$ cat src/rtl/core/slew_limited_pwm_actuator_drive_assert.svh
// Assertion helpers shared by the RTL of the actuator drive.
// All checks are sampled on the rising clock edge and are off while reset is high.
`ifndef SLEW_LIMITED_PWM_ACTUATOR_DRIVE_ASSERT_SVH
`define SLEW_LIMITED_PWM_ACTUATOR_DRIVE_ASSERT_SVH

// A property that must hold at every clock edge outside reset.
`define SLPAD_ASSERT(label, prop, msg) \
   label: assert property (@(posedge clock) disable iff (reset) (prop)) else $error(msg);

// An implication checked in the same cycle.
`define SLPAD_ASSERT_IMPLY(label, ante, cons, msg) \
   label: assert property (@(posedge clock) disable iff (reset) (ante) |-> (cons)) \
      else $error(msg);

`endif

$ cat src/rtl/core/slpad_pkg.sv
`timescale 1ns / 1ps
`default_nettype none

package slpad_pkg;

   // Field widths.
   localparam int LEVEL_W   = 17;
   localparam int REQ_W     = 19;
   localparam int DT_W      = 16;
   localparam int RATE_W    = 24;
   localparam int PW_W      = 16;
   localparam int FREQ_W    = 16;
   localparam int RES_W     = 5;
   localparam int DUTY_W    = 16;

   // Stream and register port widths.
   localparam int IN_TDATA_W  = 40;
   localparam int OUT_TDATA_W = 56;
   localparam int CSR_INDEX_W = 3;
   localparam int CSR_DATA_W  = 24;

   // Shared unit widths.
   localparam int MUL_A_W = 24;
   localparam int MUL_B_W = 23;
   localparam int PROD_W  = MUL_A_W + MUL_B_W;
   localparam int DIV_W   = 20;
   localparam int CNT_W   = 5;

   localparam logic [CNT_W-1:0] PER_DIV_STEPS  = CNT_W'(20);
   localparam logic [CNT_W-1:0] DUTY_DIV_STEPS = CNT_W'(16);

   localparam logic [LEVEL_W-1:0] FULL_SCALE = LEVEL_W'(65536);
   localparam logic [DIV_W-1:0]   US_PER_S   = DIV_W'(1000000);
   localparam logic [RES_W-1:0]   MAX_RES    = RES_W'(16);

   // Slew step division by 1000. A rate product of 1000 * 65536 or more caps the
   // step at full scale. Below that, the product shifted right by three is under
   // 2^23, and multiplying by ceil(2^30 / 125) then shifting by 30 gives the exact
   // quotient by 125 over that whole range.
   localparam logic [PROD_W-1:0]  STEP_CAP_PROD    = PROD_W'(65536000);
   localparam logic [MUL_A_W-1:0] STEP_RECIP       = MUL_A_W'(8589935);
   localparam int                 STEP_RECIP_SHIFT = 30;

   // Register reset values.
   localparam logic [RATE_W-1:0] RATE_RESET   = RATE_W'(131072);
   localparam logic [PW_W-1:0]   CLOSED_RESET = PW_W'(1000);
   localparam logic [PW_W-1:0]   OPEN_RESET   = PW_W'(2000);
   localparam logic [FREQ_W-1:0] FREQ_RESET   = FREQ_W'(50);
   localparam logic [RES_W-1:0]  RES_RESET    = RES_W'(16);

   typedef enum logic [CSR_INDEX_W-1:0] {
      CSR_MAX_SLEW_RATE      = 3'd0,
      CSR_CLOSED_PULSE_WIDTH = 3'd1,
      CSR_OPEN_PULSE_WIDTH   = 3'd2,
      CSR_PWM_FREQUENCY      = 3'd3,
      CSR_DUTY_RES_BITS      = 3'd4
   } csr_index_type;

   // Lower bound first: with open below closed, widths under closed give closed, others open.
   function automatic logic [PW_W-1:0] clamp_width(input logic [PW_W-1:0] w,
                                                   input logic [PW_W-1:0] lo,
                                                   input logic [PW_W-1:0] hi);
      logic [PW_W-1:0] r;
      if (w < lo) begin
         r = lo;
      end else if (w > hi) begin
         r = hi;
      end else begin
         r = w;
      end
      return r;
   endfunction

   function automatic logic [DUTY_W-1:0] max_duty(input logic [RES_W-1:0] bits);
      logic [RES_W-1:0]  b;
      logic [DUTY_W:0]   m;
      b = (bits > MAX_RES) ? MAX_RES : bits;
      m = ((DUTY_W+1)'(1) << b) - (DUTY_W+1)'(1);
      return m[DUTY_W-1:0];
   endfunction

endpackage

`default_nettype wire

$ cat src/rtl/core/slew_limited_pwm_actuator_drive.sv
// Channel | Dir | Fields (low bit first)
// req_    | in  | requested_level[18:0], elapsed_ms[34:19], enable[35], zero pad
// rsp_    | out | duty_value[15:0], pulse_width[31:16], commanded_level[48:32], zero pad
// csr_    | in  | write enable, register index, write data
//
// An enabled update computes the slew step, moves the level, forms the width and
// divides for the period and the duty; a disabled update closes the level and
// goes straight to the period division. A full-scale step skips the reciprocal
// multiply and a saturated duty skips the duty division. The shift-subtract divider
// makes 20 quotient bits for the period and 16 for the duty, one quotient bit per
// cycle, plus one shared multiplier step per product. The block takes one update at
// a time; req_tready is high only between updates. A finished result waits in the
// output register, and the next update is accepted while it waits. Synchronous reset
// clears the commanded level and loads the registers with their reset values.
`timescale 1ns / 1ps
`default_nettype none
`include "slew_limited_pwm_actuator_drive_assert.svh"

module slew_limited_pwm_actuator_drive
   import slpad_pkg::*;
(
   input  logic                   clock,
   input  logic                   reset,
   input  logic                   req_tvalid,
   output logic                   req_tready,
   // requested_level, elapsed_ms, enable
   input  logic [IN_TDATA_W-1:0]  req_tdata,
   output logic                   rsp_tvalid,
   input  logic                   rsp_tready,
   // duty_value, pulse_width, commanded_level
   output logic [OUT_TDATA_W-1:0] rsp_tdata,
   input  logic                   csr_we,
   input  logic [CSR_INDEX_W-1:0] csr_index,
   input  logic [CSR_DATA_W-1:0]  csr_wdata
);

   typedef enum logic [12:0] {
      ST_IDLE       = 13'b0000000000001,
      ST_STEP_MUL   = 13'b0000000000010,
      ST_STEP_CHK   = 13'b0000000000100,
      ST_STEP_RECIP = 13'b0000000001000,
      ST_UPDATE     = 13'b0000000010000,
      ST_MUL_CLOSED = 13'b0000000100000,
      ST_MUL_OPEN   = 13'b0000001000000,
      ST_WIDTH      = 13'b0000010000000,
      ST_PER_DIV    = 13'b0000100000000,
      ST_DUTY_MUL   = 13'b0001000000000,
      ST_DUTY_CHK   = 13'b0010000000000,
      ST_DUTY_DIV   = 13'b0100000000000,
      ST_DONE       = 13'b1000000000000
   } state_type;

   state_type           state_ff, state_in;
   logic [RATE_W-1:0]   rate_ff, rate_in;
   logic [PW_W-1:0]     closed_ff, closed_in;
   logic [PW_W-1:0]     open_ff, open_in;
   logic [FREQ_W-1:0]   freq_ff, freq_in;
   logic [RES_W-1:0]    res_ff, res_in;
   logic [LEVEL_W-1:0]  level_ff, level_in;
   logic                rsp_valid_ff, rsp_valid_in;

   logic [LEVEL_W-1:0]  req_ff, req_in;
   logic [DT_W-1:0]     dt_ff, dt_in;
   logic [PROD_W-1:0]   prod_ff, prod_in;
   logic [32:0]         acc_ff, acc_in;
   logic [LEVEL_W-1:0]  step_ff, step_in;
   logic [PW_W-1:0]     width_ff, width_in;
   logic [DIV_W-1:0]    period_ff, period_in;
   logic [DIV_W-1:0]    rem_ff, rem_in;
   logic [DIV_W-1:0]    num_ff, num_in;
   logic [DIV_W-1:0]    div_ff, div_in;
   logic [DIV_W-1:0]    quo_ff, quo_in;
   logic [CNT_W-1:0]    cnt_ff, cnt_in;
   logic [DUTY_W-1:0]   duty_ff, duty_in;
   logic [DUTY_W-1:0]   rsp_duty_ff, rsp_duty_in;
   logic [PW_W-1:0]     rsp_width_ff, rsp_width_in;
   logic [LEVEL_W-1:0]  rsp_level_ff, rsp_level_in;

   logic [REQ_W-1:0]    req_raw;
   logic [DT_W-1:0]     req_dt;
   logic                req_en;
   logic [LEVEL_W-1:0]  req_clamped;
   logic                req_xfer;

   logic [MUL_A_W-1:0]  mul_a;
   logic [MUL_B_W-1:0]  mul_b;
   logic [PROD_W-1:0]   mul_p;

   logic [DIV_W+1:0]    div_diff;
   logic                div_ge;
   logic [DIV_W-1:0]    div_rem_next;
   logic [DIV_W-1:0]    div_quo_next;
   logic                div_last;
   logic                div_busy;

   logic [DUTY_W-1:0]   maxd;
   logic [LEVEL_W:0]    lvl_up;
   logic [LEVEL_W-1:0]  lvl_down;
   logic [33:0]         width_sum;
   logic [DIV_W-1:0]    freq_div;

   assign req_raw  = req_tdata[REQ_W-1:0];
   assign req_dt   = req_tdata[REQ_W+DT_W-1:REQ_W];
   assign req_en   = req_tdata[REQ_W+DT_W];
   assign req_xfer = req_tvalid && req_tready;

   // Negative requests close; requests above full scale are held at full scale.
   assign req_clamped = req_raw[REQ_W-1] ? '0 :
                        (req_raw[REQ_W-2:0] > {1'b0, FULL_SCALE}) ? FULL_SCALE :
                        req_raw[LEVEL_W-1:0];

   assign maxd     = max_duty(res_ff);
   assign freq_div = (freq_ff == '0) ? DIV_W'(1) : {{(DIV_W-FREQ_W){1'b0}}, freq_ff};

   assign req_tready = (state_ff == ST_IDLE);
   assign rsp_tvalid = rsp_valid_ff;
   assign rsp_tdata  = {{(OUT_TDATA_W-DUTY_W-PW_W-LEVEL_W){1'b0}},
                        rsp_level_ff, rsp_width_ff, rsp_duty_ff};

   // Shared multiplier, operands chosen by the sequencer.
   always_comb begin
      mul_a = '0;
      mul_b = '0;
      unique case (state_ff)
         ST_STEP_MUL: begin
            mul_a = rate_ff;
            mul_b = {{(MUL_B_W-DT_W){1'b0}}, dt_ff};
         end
         ST_STEP_RECIP: begin
            mul_a = STEP_RECIP;
            mul_b = prod_ff[MUL_B_W+2:3];
         end
         ST_MUL_CLOSED: begin
            mul_a = {{(MUL_A_W-PW_W){1'b0}}, closed_ff};
            mul_b = {{(MUL_B_W-LEVEL_W){1'b0}}, FULL_SCALE - level_ff};
         end
         ST_MUL_OPEN: begin
            mul_a = {{(MUL_A_W-PW_W){1'b0}}, open_ff};
            mul_b = {{(MUL_B_W-LEVEL_W){1'b0}}, level_ff};
         end
         ST_DUTY_MUL: begin
            mul_a = {{(MUL_A_W-PW_W){1'b0}}, width_ff};
            mul_b = {{(MUL_B_W-DUTY_W){1'b0}}, maxd};
         end
         default: begin
            mul_a = '0;
            mul_b = '0;
         end
      endcase
   end

   assign mul_p = {{MUL_B_W{1'b0}}, mul_a} * {{MUL_A_W{1'b0}}, mul_b};

   // Shared restoring divider: one quotient bit per cycle, dividend bits enter
   // from the top of num_ff.
   assign div_diff     = {1'b0, rem_ff, num_ff[DIV_W-1]} - {2'b00, div_ff};
   assign div_ge       = !div_diff[DIV_W+1];
   assign div_rem_next = div_ge ? div_diff[DIV_W-1:0] : {rem_ff[DIV_W-2:0], num_ff[DIV_W-1]};
   assign div_quo_next = {quo_ff[DIV_W-2:0], div_ge};
   assign div_last     = (cnt_ff == CNT_W'(1));
   assign div_busy     = (state_ff == ST_PER_DIV) || (state_ff == ST_DUTY_DIV);

   assign lvl_up    = {1'b0, level_ff} + {1'b0, step_ff};
   assign lvl_down  = (level_ff > step_ff) ? (level_ff - step_ff) : '0;
   assign width_sum = {1'b0, acc_ff} + {1'b0, prod_ff[32:0]};

   always_comb begin
      state_in     = state_ff;
      rate_in      = rate_ff;
      closed_in    = closed_ff;
      open_in      = open_ff;
      freq_in      = freq_ff;
      res_in       = res_ff;
      level_in     = level_ff;
      rsp_valid_in = rsp_valid_ff;
      req_in       = req_ff;
      dt_in        = dt_ff;
      prod_in      = prod_ff;
      acc_in       = acc_ff;
      step_in      = step_ff;
      width_in     = width_ff;
      period_in    = period_ff;
      rem_in       = rem_ff;
      num_in       = num_ff;
      div_in       = div_ff;
      quo_in       = quo_ff;
      cnt_in       = cnt_ff;
      duty_in      = duty_ff;
      rsp_duty_in  = rsp_duty_ff;
      rsp_width_in = rsp_width_ff;
      rsp_level_in = rsp_level_ff;

      if (csr_we) begin
         unique case (csr_index)
            CSR_MAX_SLEW_RATE:      rate_in   = csr_wdata[RATE_W-1:0];
            CSR_CLOSED_PULSE_WIDTH: closed_in = csr_wdata[PW_W-1:0];
            CSR_OPEN_PULSE_WIDTH:   open_in   = csr_wdata[PW_W-1:0];
            CSR_PWM_FREQUENCY:      freq_in   = csr_wdata[FREQ_W-1:0];
            CSR_DUTY_RES_BITS:      res_in    = csr_wdata[RES_W-1:0];
            default: ;
         endcase
      end

      if (rsp_valid_ff && rsp_tready) begin
         rsp_valid_in = 1'b0;
      end

      unique case (state_ff)
         ST_IDLE: begin
            if (req_xfer) begin
               req_in = req_clamped;
               dt_in  = req_dt;
               if (req_en) begin
                  state_in = ST_STEP_MUL;
               end else begin
                  level_in = '0;
                  width_in = clamp_width(closed_ff, closed_ff, open_ff);
                  rem_in   = '0;
                  num_in   = US_PER_S;
                  div_in   = freq_div;
                  quo_in   = '0;
                  cnt_in   = PER_DIV_STEPS;
                  state_in = ST_PER_DIV;
               end
            end
         end
         ST_STEP_MUL: begin
            prod_in  = mul_p;
            state_in = ST_STEP_CHK;
         end
         ST_STEP_CHK: begin
            // A quotient of 65536 or more is capped at full scale without dividing.
            if (prod_ff >= STEP_CAP_PROD) begin
               step_in  = FULL_SCALE;
               state_in = ST_UPDATE;
            end else begin
               state_in = ST_STEP_RECIP;
            end
         end
         ST_STEP_RECIP: begin
            // Division by 1000: a shift by three, then a reciprocal multiply for 125.
            step_in  = mul_p[STEP_RECIP_SHIFT +: LEVEL_W];
            state_in = ST_UPDATE;
         end
         ST_UPDATE: begin
            if (req_ff > level_ff) begin
               level_in = (lvl_up < {1'b0, req_ff}) ? lvl_up[LEVEL_W-1:0] : req_ff;
            end else begin
               level_in = (lvl_down > req_ff) ? lvl_down : req_ff;
            end
            state_in = ST_MUL_CLOSED;
         end
         ST_MUL_CLOSED: begin
            prod_in  = mul_p;
            state_in = ST_MUL_OPEN;
         end
         ST_MUL_OPEN: begin
            acc_in   = prod_ff[32:0];
            prod_in  = mul_p;
            state_in = ST_WIDTH;
         end
         ST_WIDTH: begin
            width_in = clamp_width(width_sum[31:16], closed_ff, open_ff);
            rem_in   = '0;
            num_in   = US_PER_S;
            div_in   = freq_div;
            quo_in   = '0;
            cnt_in   = PER_DIV_STEPS;
            state_in = ST_PER_DIV;
         end
         ST_PER_DIV: begin
            rem_in = div_rem_next;
            num_in = {num_ff[DIV_W-2:0], 1'b0};
            quo_in = div_quo_next;
            cnt_in = cnt_ff - CNT_W'(1);
            if (div_last) begin
               period_in = div_quo_next;
               state_in  = ST_DUTY_MUL;
            end
         end
         ST_DUTY_MUL: begin
            prod_in  = mul_p;
            state_in = ST_DUTY_CHK;
         end
         ST_DUTY_CHK: begin
            // If the upper half already reaches the period, the quotient overflows
            // sixteen bits and the duty saturates.
            if ({{(DIV_W-16){1'b0}}, prod_ff[31:16]} >= period_ff) begin
               duty_in  = maxd;
               state_in = ST_DONE;
            end else begin
               rem_in   = {{(DIV_W-16){1'b0}}, prod_ff[31:16]};
               num_in   = {prod_ff[15:0], {(DIV_W-16){1'b0}}};
               div_in   = period_ff;
               quo_in   = '0;
               cnt_in   = DUTY_DIV_STEPS;
               state_in = ST_DUTY_DIV;
            end
         end
         ST_DUTY_DIV: begin
            rem_in = div_rem_next;
            num_in = {num_ff[DIV_W-2:0], 1'b0};
            quo_in = div_quo_next;
            cnt_in = cnt_ff - CNT_W'(1);
            if (div_last) begin
               duty_in  = (div_quo_next[DUTY_W-1:0] > maxd) ? maxd :
                          div_quo_next[DUTY_W-1:0];
               state_in = ST_DONE;
            end
         end
         ST_DONE: begin
            if (!rsp_valid_ff || rsp_tready) begin
               rsp_valid_in = 1'b1;
               rsp_duty_in  = duty_ff;
               rsp_width_in = width_ff;
               rsp_level_in = level_ff;
               state_in     = ST_IDLE;
            end
         end
         default: begin
            state_in = ST_IDLE;
         end
      endcase
   end

   always_ff @(posedge clock) begin
      if (reset) begin
         state_ff     <= ST_IDLE;
         rate_ff      <= RATE_RESET;
         closed_ff    <= CLOSED_RESET;
         open_ff      <= OPEN_RESET;
         freq_ff      <= FREQ_RESET;
         res_ff       <= RES_RESET;
         level_ff     <= '0;
         rsp_valid_ff <= 1'b0;
         cnt_ff       <= '0;
      end else begin
         state_ff     <= state_in;
         rate_ff      <= rate_in;
         closed_ff    <= closed_in;
         open_ff      <= open_in;
         freq_ff      <= freq_in;
         res_ff       <= res_in;
         level_ff     <= level_in;
         rsp_valid_ff <= rsp_valid_in;
         cnt_ff       <= cnt_in;
      end
   end

   always_ff @(posedge clock) begin
      req_ff       <= req_in;
      dt_ff        <= dt_in;
      prod_ff      <= prod_in;
      acc_ff       <= acc_in;
      step_ff      <= step_in;
      width_ff     <= width_in;
      period_ff    <= period_in;
      rem_ff       <= rem_in;
      num_ff       <= num_in;
      div_ff       <= div_in;
      quo_ff       <= quo_in;
      duty_ff      <= duty_in;
      rsp_duty_ff  <= rsp_duty_in;
      rsp_width_ff <= rsp_width_in;
      rsp_level_ff <= rsp_level_in;
   end

   // The commanded level never leaves the Q16 unit range.
   `SLPAD_ASSERT(a_level_range, level_ff <= FULL_SCALE, "commanded level above full scale")

   // A divide pass always has quotient bits left to produce.
   `SLPAD_ASSERT_IMPLY(a_div_count, div_busy, cnt_ff != '0, "divider running with zero count")

   // The slew step is capped before the level update uses it.
   `SLPAD_ASSERT_IMPLY(a_step_cap, state_ff == ST_UPDATE, step_ff <= FULL_SCALE, "slew step above full scale")

   // A delivered duty word never exceeds the maximum for the resolution.
   `SLPAD_ASSERT_IMPLY(a_duty_sat, rsp_valid_ff, rsp_duty_ff <= maxd, "duty above maximum")

endmodule

`default_nettype wire

$ cat config.mk
export PLATFORM = sky130hd
export DESIGN_NAME = slew_limited_pwm_actuator_drive
export DESIGN_NICKNAME = d
export VERILOG_FILES = /design/src/rtl/core/slpad_pkg.sv /design/src/rtl/core/slew_limited_pwm_actuator_drive.sv
export VERILOG_INCLUDE_DIRS = /design/src /design/src/rtl/core
export SDC_FILE = /design/constraint.sdc
export NUM_CORES = 2
export LEC_CHECK = 0
export BUFFER_PORTS_ARGS = -buffer_cell sky130_fd_sc_hd__buf_2
export CORE_MARGIN = 4
export CORE_UTILIZATION = 30
export CTS_CLUSTER_DIAMETER = 80
export CTS_CLUSTER_SIZE = 10
export DETAILED_ROUTE_END_ITERATION = 8
export HOLD_SLACK_MARGIN = 0.1
export SLEW_MARGIN = 20
export SYNTH_ARGS = -nofsm -noshare
export SYNTH_HDL_FRONTEND = slang
export SYNTH_SLANG_ARGS = --single-unit
$ cat constraint.sdc
create_clock -name clock -period 8.7 [get_ports clock]
set_clock_uncertainty 0.15 [all_clocks]
set_input_delay 1.74 -clock clock [delete_from_list [all_inputs] [get_ports clock]]
set_output_delay 1.74 -clock clock [all_outputs]
set_load 0.05 [all_outputs]
==> flow_summary.toml <==
[status]
status = "complete, but fails checks"
violations = "setup timing"

[yosys]
syn_area_per_cell_um2 = 9.38
synthArstFlopShare = 0
yosys_warnings = 0
ys_seq_area_frac = 0.271
synth_edf_count = 305
netlist_instances = 4494
ys_seq_elements = 418
ys_types = 99
synth_flop_cell = "edfxtp_1"
syn_area_um2 = 42100

[cts]
cts_tree = "yes"
clock_latency_ns = 0.62
clk_path_buf_depth = 3
hold_buffers = 0
cts.clk_slew.worst_paths_ns = 0.06
cts_buffers = 52
htree_levels = 2
clock-sinks = 418
clockRootBuffer = "clkbuf_16"

[setup_path]
reg2reg_depth = 35
cpMostUsedCell = "fa_1"
critPathKind = "flip-flop to flip-flop"
startpoint_type = "flip-flop"
endpoint_kind = "flip-flop"
crit_fanout = 6
cp_slowest_stage_delay_ns = 0.54
worst_ep_required_time_ns = 8.92
critPathArrivalTime_ns = 9.03
crit_slowest_cell = "fa_1"

[worst_hold_path]
hold_class = "flip-flop to flip-flop"
holdPathStages = 0

[floorplanning]
core_um2 = 140000
die-area_um2 = 147000
dieHeight_um = 383
row_count = 137
ios = 130
die_w_um = 383
start_util = 0.302

[placed_design]
place_congestion = 0.946
hpwlAfterDp_um = 112000
place_area_um2 = 48800
place_inst = 6902
io_buffer_count = 118

[cells_and_area]
nNetsFinal = 6073
final_cell_area_um2 = 52300
multiInputGateArea_um2 = 28300
num-fill-cells = 14034
layout-drive-gt1-share = 0.202
seq_area_um2 = 11400
finalNonFillerCells = 7070
syn_to_final_growth_pct = 24.1

[run]
cap_violations = 0

[sta]
hold_ws_ns = 0.269
hold_violations = 0
clock.fmax_mhz = 113
fin_ws_ns = -0.114
period_needed_ns = 8.81
setup_viol = 20
max_slew_margin = 0.223
post-route-period-util = 1.01
worst_slew_pin_slew_ns = 1.16
rsz0062_at_grt = "yes"
slew_violations = 0

[global_routing]
grt_pass1_vias = 35393
grt_pass1_wl_um = 210000
grt-ovfl-total = 0
grt_max_degree = 75
antenna_found_initial = 10
grt_usage = 0.185

[routing]
firstDrtPassIters = 5
wirelength_um = 139000
antenna_left = 0
vias = 35114
vias_per_cell = 4.97
drc = 0
avgRoutedWirePerCell_um = 19.7
first_iter_violations = 3073

[pwr]
power_density_nw_per_um2 = 135
total_power_w = 0.00706
p_leak_nw = 23.5
worst_ir_drop_vdd_mv = 0.136
-- final cells by class --
cell class	count	area share
Timing Repair Buffer	694	0.106
Antenna cell	2	0.0000957
Multi-Input combinational cell	3180	0.542
Sequential cell	418	0.219
Clock buffer	85	0.0279
Tap cell	1876	0.0449
Inverter	803	0.0577
Clock inverter	12	0.00347
-- state kept, by name (all words and copies together) (netlist names), 17 cells and up --
| name | count |
|---|---|
| req_ff | 17 |
| rem_ff | 20 |
| level_ff | 17 |
| acc_ff | 32 |
| quo_ff | 19 |
| rate_ff | 24 |
| rsp_level_ff | 17 |
| div_ff | 20 |
| step_ff | 17 |
| period_ff | 20 |
| prod_ff | 47 |
-- synth_stat cells (28+ instances only) --
cell      instances  area share
a21o_1           54      0.0096
a21oi_1         212       0.025
a221o_1          28      0.0067
a221oi_1         33      0.0069
and2_1           91       0.014
buf_2            53      0.0063
buf_4            32      0.0057
clkbuf_1         87      0.0077
dfxtp_1         113       0.054
edfxtp_1        305        0.22
fa_1            462        0.22
ha_1            390        0.12
inv_1           800       0.071
mux2i_1          45       0.011
nand2_1         592       0.053
nand2b_1         36      0.0053
nand3_1          59      0.0070
nand4_1          31      0.0046
nor2_1          276       0.025
nor3_1           84       0.010
nor4_1           29      0.0043
o211ai_1         32      0.0057
o21ai_0         146       0.017
xnor2_1          65       0.014
-- final timing paths --
check | startpoint | end | slack, ns
max reg2reg | level_ff[0] | step_ff[9] | -0.11
min | duty_ff[12] | rsp_duty_ff[12] | 0.27
max | level_ff[0] | step_ff[9] | -0.11
min reg2reg | duty_ff[12] | rsp_duty_ff[12] | 0.27
-- critical path, delay by kind of cell, from the launching register on --
kind | cells | cell delay, ns
AO/OA/AOI/OAI | 3 | 0.75
XOR/XNOR | 2 | 0.27
adder cells (fa/ha/maj) | 9 | 3.91
buffers and inverters | 11 | 1.09
flip-flops | 1 | 0.32
AND/OR/NAND/NOR | 10 | 2.04
-- metal layers --
metal  track usage  routed length [µm]  share of wire
met1         0.255               60700           0.44
met2         0.294               61600           0.44
met3        0.0378               11700          0.085
met4        0.0559                4840          0.035
met5             0                  68        0.00049
-- power by group --
part	internal (W)	leakage, nW	switching [W]
registers	0.00235	3.75	0.000110
clock network	0.00124	0.780	0.000880
logic	0.00106	19.0	0.00142
-- cells in the final DEF (no fill, tap or decap), types with 19 or more instances in the layout --
cell type,n
conb_1,90
nand2b_1,34
fa_1,430
fa_2,32
dfxtp_1,109
a221oi_1,28
mux2i_1,45
o21ai_0,107
and2_1,90
inv_2,29
nand4_1,31
o211ai_1,32
nor2_1,256
a221o_1,27
nand3_1,53
edfxtp_1,305
xnor2_1,61
ha_1,372
a21o_1,54
nor2b_1,24
clkbuf_1,31
buf_4,509
o21ai_1,28
xor2_1,24
nor4_1,26
nand2_1,580
nor3_1,74
inv_1,774
buf_12,40
a21oi_1,198
or3_1,21
buf_2,121
a211oi_1,19
o21a_1,25
buf_6,20
clkbuf_16,55
-- logic make-up after synthesis --
kind of cell | after synthesis | synth area share
AOI/OAI and AO/OA | 751 | 0.121
xor gates and xnor gates | 90 | 0.0187
adders and majority gates | 852 | 0.335
buffers and inverters | 984 | 0.0933
DFF | 418 | 0.271
muxes | 55 | 0.0134
other | 2 | 0.000178
and+or+nand+nor | 1342 | 0.148
-- what timing repair did --
action,in CTS,in global routing
endpoints found under the setup margin,42,42
gates cloned,0,2
endpoints found under the hold margin,0,0
pin swaps,82,102
gates resized for setup,158,156
buffers inserted,35,36
-- stage by stage --
step / utilization / worst slack, ns / TNS [ns]
floorplan: - / 0.0178 / 0
global placement: 0.349 / -0.833 / -23.71
detailed placement: 0.350 / -0.824 / -23.68
CTS: 0.368 / -0.0866 / -0.248
global route: 0.375 / -0.353 / -8.79
finish: 0.375 / -0.114 / -1.09
No activity file was read; power rests on OpenSTA's default activity.
